===== config.mk =====
export PLATFORM = sky130hd
export DESIGN_NAME = length_prefixed_deframer_unit
export DESIGN_NICKNAME = d
export VERILOG_FILES = /design/src/ldf_pkg.sv /design/src/ldf_parser.sv /design/src/length_prefixed_deframer_unit.sv
export SDC_FILE = /design/constraint.sdc
export NUM_CORES = 1
export LEC_CHECK = 0
export BUFFER_PORTS_ARGS = -buffer_cell sky130_fd_sc_hd__buf_4
export CORE_MARGIN = 2
export CORE_UTILIZATION = 35
export DETAILED_ROUTE_END_ITERATION = 10
export PLACE_DENSITY = 0.6
export SYNTH_ARGS = -nofsm -noshare
export SYNTH_HDL_FRONTEND = slang
export SYNTH_SLANG_ARGS = --single-unit

===== constraint.sdc =====
create_clock -name clk_i -period 3.6 [get_ports clk_i]
set_input_delay 0.36 -clock clk_i [delete_from_list [all_inputs] [get_ports clk_i]]
set_output_delay 0.36 -clock clk_i [all_outputs]
set_load 0.03 [all_outputs]

===== src/ldf_pkg.sv =====
// shared types and constants for the length-prefixed deframer
`timescale 1ns / 1ps

package ldf_pkg;

  localparam int unsigned LENGTH_BITS   = 31;
  localparam int unsigned HEADER_BYTES  = 8;
  localparam int unsigned HDR_IDX_W     = $clog2(HEADER_BYTES);
  localparam int unsigned MAGIC_W       = 32;
  localparam int unsigned MAX_LEN_W     = 31;
  localparam int unsigned CFG_DATA_W    = 32;
  localparam int unsigned CFG_IDX_W     = 1;

  localparam logic [MAGIC_W-1:0]   MAGIC_RESET   = 32'h6D42_6454;
  localparam logic [MAX_LEN_W-1:0] MAX_LEN_RESET = 31'd1048576;

  localparam logic [CFG_IDX_W-1:0] REG_MAGIC   = 1'd0;
  localparam logic [CFG_IDX_W-1:0] REG_MAX_LEN = 1'd1;

  typedef enum logic [1:0] {
    ST_PAYLOAD    = 2'd0,
    ST_BAD_MAGIC  = 2'd1,
    ST_BAD_LENGTH = 2'd2
  } ldf_status_e;

  typedef struct packed {
    logic        valid;
    logic [7:0]  data;
    logic        last;
    ldf_status_e status;
  } ldf_result_t;

endpackage


===== src/ldf_parser.sv =====
// header parser and payload counter of the deframer
`timescale 1ns / 1ps

module ldf_parser (
  input  logic                          clk_i,
  input  logic                          rst_ni,
  input  logic                          step_i,
  input  logic [7:0]                    byte_i,
  input  logic [ldf_pkg::MAGIC_W-1:0]   magic_i,
  input  logic [ldf_pkg::MAX_LEN_W-1:0] max_len_i,
  output ldf_pkg::ldf_result_t          result_o
);
  import ldf_pkg::*;

  localparam int unsigned SHIFT_W = (HEADER_BYTES - 1) * 8;

  logic                   in_payload_q, in_payload_d;
  logic [HDR_IDX_W-1:0]   hdr_idx_q, hdr_idx_d;
  logic [SHIFT_W-1:0]     hdr_shift_q, hdr_shift_d;
  logic [LENGTH_BITS-1:0] bytes_left_q, bytes_left_d;

  logic [63:0] hdr_full;
  logic [31:0] got_magic;
  logic [31:0] got_len;
  logic        hdr_done;
  logic        bad_magic;
  logic        bad_len;
  logic        last_byte;

  assign hdr_full  = {hdr_shift_q, byte_i};
  assign got_magic = hdr_full[63:32];
  assign got_len   = hdr_full[31:0];
  assign hdr_done  = (hdr_idx_q == HDR_IDX_W'(HEADER_BYTES - 1));
  assign bad_magic = (got_magic != magic_i);
  // zero, negative, too big for the counter, or above the limit
  assign bad_len   = (got_len == 32'd0) || got_len[31]
                   || ((got_len >> LENGTH_BITS) != 32'd0)
                   || (got_len > {1'b0, max_len_i});
  assign last_byte = (bytes_left_q <= LENGTH_BITS'(1));

  always_comb begin
    result_o        = '0;
    result_o.status = ST_PAYLOAD;
    if (in_payload_q) begin
      result_o.valid = 1'b1;
      result_o.data  = byte_i;
      result_o.last  = last_byte;
    end else if (hdr_done) begin
      if (bad_magic) begin
        result_o.valid  = 1'b1;
        result_o.status = ST_BAD_MAGIC;
      end else if (bad_len) begin
        result_o.valid  = 1'b1;
        result_o.status = ST_BAD_LENGTH;
      end
    end
  end

  always_comb begin
    in_payload_d = in_payload_q;
    hdr_idx_d    = hdr_idx_q;
    hdr_shift_d  = hdr_shift_q;
    bytes_left_d = bytes_left_q;
    if (in_payload_q) begin
      if (last_byte) begin
        in_payload_d = 1'b0;
        bytes_left_d = '0;
        hdr_idx_d    = '0;
      end else begin
        bytes_left_d = bytes_left_q - LENGTH_BITS'(1);
      end
    end else begin
      hdr_shift_d = hdr_full[SHIFT_W-1:0];
      if (hdr_done) begin
        hdr_idx_d = '0;
        if (!bad_magic && !bad_len) begin
          in_payload_d = 1'b1;
          bytes_left_d = got_len[LENGTH_BITS-1:0];
        end
      end else begin
        hdr_idx_d = hdr_idx_q + HDR_IDX_W'(1);
      end
    end
  end

  always_ff @(posedge clk_i or negedge rst_ni) begin
    if (!rst_ni) begin
      in_payload_q <= 1'b0;
      hdr_idx_q    <= '0;
      hdr_shift_q  <= '0;
      bytes_left_q <= '0;
    end else if (step_i) begin
      in_payload_q <= in_payload_d;
      hdr_idx_q    <= hdr_idx_d;
      hdr_shift_q  <= hdr_shift_d;
      bytes_left_q <= bytes_left_d;
    end
  end

  a_payload_has_count : assert property (@(posedge clk_i) disable iff (!rst_ni)
    in_payload_q |-> (bytes_left_q != '0) && (hdr_idx_q == '0))
    else $error("payload phase with empty count or mid-header index");

  a_last_leaves_payload : assert property (@(posedge clk_i) disable iff (!rst_ni)
    step_i && in_payload_q && last_byte |=> !in_payload_q)
    else $error("frame did not end after its last byte");

endmodule


===== src/length_prefixed_deframer_unit.sv =====
// top level of the length-prefixed deframer with magic header check
`timescale 1ns / 1ps

// byte-serial deframer: each frame is an 8-byte header (4-byte magic word,
// then a 4-byte big-endian signed length) followed by that many payload
// bytes. every payload byte leaves as one output transfer with status
// payload, the final one with tlast set. after the eighth header byte a bad
// magic word, or failing that a length that is zero, negative or above
// max_length, gives one error transfer with zero data, and parsing restarts
// with the very next byte. a good header gives no output. the block takes
// one byte per cycle while the output is not stalled; each byte is held in the
// input register and its result then in the result register, from which it
// leaves. the rate is set by the update loop of the header index and payload
// counter. write configuration only while the block is idle

module length_prefixed_deframer_unit (
  input  logic                           clk_i,
  input  logic                           rst_ni,
  // input stream
  input  logic                           s_axis_tvalid_i,
  output logic                           s_axis_tready_o,
  input  logic [7:0]                     s_axis_tdata_i,   // [7:0] rx_byte
  // output stream
  output logic                           m_axis_tvalid_o,
  input  logic                           m_axis_tready_i,
  output logic [7:0]                     m_axis_tdata_o,   // [7:0] payload_byte
  output logic                           m_axis_tlast_o,   // frame_end
  output logic [1:0]                     m_axis_tuser_o,   // [1:0] status
  // configuration writes
  input  logic                           cfg_we_i,
  input  logic [ldf_pkg::CFG_IDX_W-1:0]  cfg_idx_i,
  input  logic [ldf_pkg::CFG_DATA_W-1:0] cfg_data_i
);
  import ldf_pkg::*;

  // configuration registers
  logic [MAGIC_W-1:0]   magic_q;
  logic [MAX_LEN_W-1:0] max_len_q;

  always_ff @(posedge clk_i or negedge rst_ni) begin
    if (!rst_ni) begin
      magic_q   <= MAGIC_RESET;
      max_len_q <= MAX_LEN_RESET;
    end else if (cfg_we_i) begin
      case (cfg_idx_i)
        REG_MAGIC:   magic_q   <= cfg_data_i[MAGIC_W-1:0];
        REG_MAX_LEN: max_len_q <= cfg_data_i[MAX_LEN_W-1:0];
        default: ;
      endcase
    end
  end

  // input register stage
  logic       in_vld_q;
  logic [7:0] in_byte_q;

  // result register stage
  logic        out_vld_q;
  logic [7:0]  out_data_q;
  logic        out_last_q;
  ldf_status_e out_status_q;

  ldf_result_t res;
  logic        out_free;
  logic        advance;
  logic        in_take;
  logic        out_load;

  // output slot is free if empty or being drained this cycle
  assign out_free = !out_vld_q || m_axis_tready_i;
  // a byte leaves the input stage when it makes no result or the slot is free
  assign advance  = in_vld_q && (!res.valid || out_free);
  assign out_load = advance && res.valid;
  assign s_axis_tready_o = !in_vld_q || advance;
  assign in_take  = s_axis_tvalid_i && s_axis_tready_o;

  ldf_parser u_parser (
    .clk_i     (clk_i),
    .rst_ni    (rst_ni),
    .step_i    (advance),
    .byte_i    (in_byte_q),
    .magic_i   (magic_q),
    .max_len_i (max_len_q),
    .result_o  (res)
  );

  always_ff @(posedge clk_i or negedge rst_ni) begin
    if (!rst_ni) begin
      in_vld_q  <= 1'b0;
      out_vld_q <= 1'b0;
    end else begin
      if (in_take) begin
        in_vld_q <= 1'b1;
      end else if (advance) begin
        in_vld_q <= 1'b0;
      end
      if (out_load) begin
        out_vld_q <= 1'b1;
      end else if (m_axis_tready_i) begin
        out_vld_q <= 1'b0;
      end
    end
  end

  // payload registers, no reset needed
  always_ff @(posedge clk_i) begin
    if (in_take) begin
      in_byte_q <= s_axis_tdata_i;
    end
    if (out_load) begin
      out_data_q   <= res.data;
      out_last_q   <= res.last;
      out_status_q <= res.status;
    end
  end

  assign m_axis_tvalid_o = out_vld_q;
  assign m_axis_tdata_o  = out_data_q;
  assign m_axis_tlast_o  = out_last_q;
  assign m_axis_tuser_o  = out_status_q;

  a_error_is_empty : assert property (@(posedge clk_i) disable iff (!rst_ni)
    out_vld_q && (out_status_q != ST_PAYLOAD) |-> (out_data_q == 8'd0) && !out_last_q)
    else $error("error transfer carries data or end mark");

  a_no_overwrite : assert property (@(posedge clk_i) disable iff (!rst_ni)
    out_load |-> out_free)
    else $error("result register overwritten before transfer");

  a_stalled_byte_kept : assert property (@(posedge clk_i) disable iff (!rst_ni)
    in_vld_q && !advance |=> in_vld_q && $stable(in_byte_q))
    else $error("stalled input byte lost");

endmodule


==> results.sh <==
export IMPL_post_route_period_util_pct=95.8
export IMPL_grt_remaining_overflow=0
export IMPL_start_util_pct=35.3
export IMPL_final_fill_count=2351
export IMPL_slowest_stage="or4_4"
export IMPL_drive_gt1_share_pct=32.2
export IMPL_cts_tree="done"
export IMPL_cp_top_family="simple AND/OR/NAND/NOR gates"
export IMPL_portBuffers=58
export IMPL_syn_inst=740
export IMPL_drt_iter0_markers=452
export IMPL_mostFrequentLayoutCells="dfrtp_1 (141), mux2_2 (103), buf_4 (103)"
export IMPL_synth_async_reset_ratio_pct=89.1
export IMPL_netlist_area_um2=8810
export IMPL_clkTransAtPathRegs_ns=0.07
export IMPL_grt_pass1_vias=6250
export IMPL_cp_buffers_inverters=1
export IMPL_vias=6311
export IMPL_place_gp_congestion=0.839
export IMPL_rows=58
export IMPL_max_cap_viol_count=0
export IMPL_yosysUniqueCellTypes=67
export IMPL_grt_pass1_wl_mm=35.7
export IMPL_timing_fmax_mhz=290
export IMPL_clk_path_buf_depth=2
export IMPL_tightest_slew_ns=0.898
export IMPL_vdd_drop_max_v=0.000279
export IMPL_finish_utilization_pct=42.3
export IMPL_startpoint_type="register"
export IMPL_clkLatencyLatePin_ns=0.44
export IMPL_num_antenna_cells=0
export IMPL_clock_root_buffer="clkbuf_16"
export IMPL_die_h_um=163
export IMPL_path_cells="ha_1 > nand4_2 > nor4_4 > nand2b_1 > a31oi_1 > or4_4 > and3_1 > o21ai_1 > buf_4"
export IMPL_ant_nets=0
export IMPL_area_delta_synth_final_pct=19.8
export IMPL_ys_flop_type="dfrtp_1"
export IMPL_drv_slew=0
export IMPL_core_region_area_um2=25000
export IMPL_ios=59
export IMPL_fin_crit_ns=3.45
export IMPL_clock_skew_final_ns=0.0146
export IMPL_synth_edf_count=19
export IMPL_status="finished clean"
export IMPL_slew_headroom_pct=40.1
export IMPL_p_per_area_nw_per_um2=477
export IMPL_hold_slack_ns=0.101
export IMPL_required_ns=3.24
export IMPL_design_die_area_um2=26500
export IMPL_track_usage_pct=17.9
export IMPL_grt_max_degree=65
export IMPL_worstPathMaxFanout=5
export IMPL_cts_sinks=175
export IMPL_place_hpwl_mm=16.0
export IMPL_synth_yosys_seq_area_share_pct=51.0
export IMPL_wl_mm=22.8
export IMPL_h_tree_depth=4
export IMPL_totalNegativeSetupSlack_ns=0
export IMPL_slowest_delay_ns=0.60
export IMPL_hp_class="in -> reg"
export IMPL_first_pass_iters=5
export IMPL_setup_viol=0
export IMPL_endpoint_kind="output port"
export IMPL_layout_commonest_cell="dfrtp_1"
export IMPL_vias_per_cell=5.36
export IMPL_drc=0
export IMPL_nets=916
export IMPL_final_hold_viol_count=0
export IMPL_die_x_um=163
export IMPL_cts_buffers=17
export IMPL_cp_arrival_ns=3.09
export IMPL_antenna_found_initial=0
export IMPL_postSynthAreaPerCell_um2=11.9
export IMPL_ys_ff_latch=175
export IMPL_p_leak_nw=4.67
export IMPL_synth_nets=821
export IMPL_setup_worst_path_class="reg -> out"
export IMPL_synth_warnings=0
export IMPL_wire_per_inst_um=19.4
cell type report:
class | instances | area (µm²) | share of cell area [%]
flip-flops and latches | 175 | 4490 | 42.6
multi-input cells | 491 | 4020 | 38.1
repair buffers | 107 | 835 | 7.90
clock buffers | 18 | 439 | 4.16
well taps | 330 | 413 | 3.91
clock inverters | 14 | 194 | 1.84
inverters | 43 | 161 | 1.53
cell usage after synthesis, drive strengths merged (7+ instances only):
cell	count	share of area [%]
dfrtp	142	40
dfstp	14	4.2
nand3	10	0.57
a21oi	29	1.6
nor4	24	2.1
buf	14	1.1
xnor2	33	3.3
edfxtp	19	6.5
inv	43	1.8
o22ai	8	0.57
clkbuf	17	0.72
o21ai	28	1.6
nor3	18	1.0
a22o	7	0.70
ha	35	5.0
mux2	121	15
nand2	34	1.4
and2	11	0.78
o2bb2ai	14	1.4
nand4	19	1.4
nor2	27	1.2
metrics by stage:
| step | power, mW | setup WS [ns] | area, µm² | instances |
|---|---|---|---|---|
| global route | 5.24 | -0.00413 | 10600 | 1178 |
| detailed placement | 3.07 | 0.362 | 9860 | 1140 |
| global placement | 3.06 | 0.340 | 9860 | 1140 |
| CTS | 5.06 | 0.00274 | 10500 | 1173 |
| finish | 5.03 | 0.150 | 10600 | 1178 |
| floorplan | 2.78 | 0.395 | 8810 | 740 |
layer usage:
layer	track usage (%)	wire (µm)
met4	6.40	518
met5	0	0
met2	27.8	10500
met1	24.9	10700
met3	3.57	1130
power by group:
part           switching, mW  total (mW)  internal, mW
clock                  0.851        1.99          1.14
sequential             0.144        2.33          2.19
combinational          0.383       0.713         0.330
path summary, 6_finish.rpt:
check | start | endpoint | slack [ns] | cells past startpoint
min in group asynchronous | rst_ni | in_vld_q$_DFFE_PN0P_ | 0.51 | 2
max in group asynchronous | rst_ni | magic_q[27]$_DFFE_PN1P_ | 2.20 | 3
hold reg to reg | u_parser.bytes_left_q[26]$_DFFE_PN0P_ | u_parser.bytes_left_q[26]$_DFFE_PN0P_ | 0.49 | 1
setup reg to reg | u_parser.hdr_shift_q[6]$_DFFE_PN0P_ | u_parser.hdr_shift_q[45]$_DFFE_PN0P_ | 0.46 | 9
hold / removal | s_axis_tdata_i[5] | in_byte_q[5]$_DFFE_PP_ | 0.10 | 1
setup / recovery | u_parser.hdr_shift_q[6]$_DFFE_PN0P_ | s_axis_tready_o | 0.15 | 9
registers in the layout (all words and copies together) (netlist names):
| register | cells |
|---|---|
| in_byte_q | 8 |
| u_parser.bytes_left_q | 31 |
| u_parser.hdr_shift_q | 56 |
| magic_q | 32 |
| max_len_q | 31 |
| u_parser.hdr_idx_q | 3 |
| m_axis_tuser_o | 2 |
| m_axis_tdata_o | 8 |
| in_vld_q | 1 |
| m_axis_tvalid_o | 1 |
| m_axis_tlast_o | 1 |
| u_parser.in_payload_q | 1 |
what timing repair did:
item / in CTS / in global routing
hold buffers: 1 / 0
endpoints found under the hold margin: 59 / 0
endpoints found under the setup margin: 1 / 1
resized for setup: 2 / 3
setup buffers: 0 / 5
gates cloned: 0 / 0
pin swaps: 0 / 2
cell families after synthesis:
logic type / after synthesis / synth area share [%]
DFF: 175 / 51.0
and+or+nand+nor: 167 / 10.7
AOI/OAI and AO/OA: 132 / 10.6
muxes: 124 / 15.8
buffers and inverters: 74 / 3.68
adders and majority gates: 35 / 4.97
xor gates and xnor gates: 33 / 3.28
No activity file was read; power rests on OpenSTA's default activity.
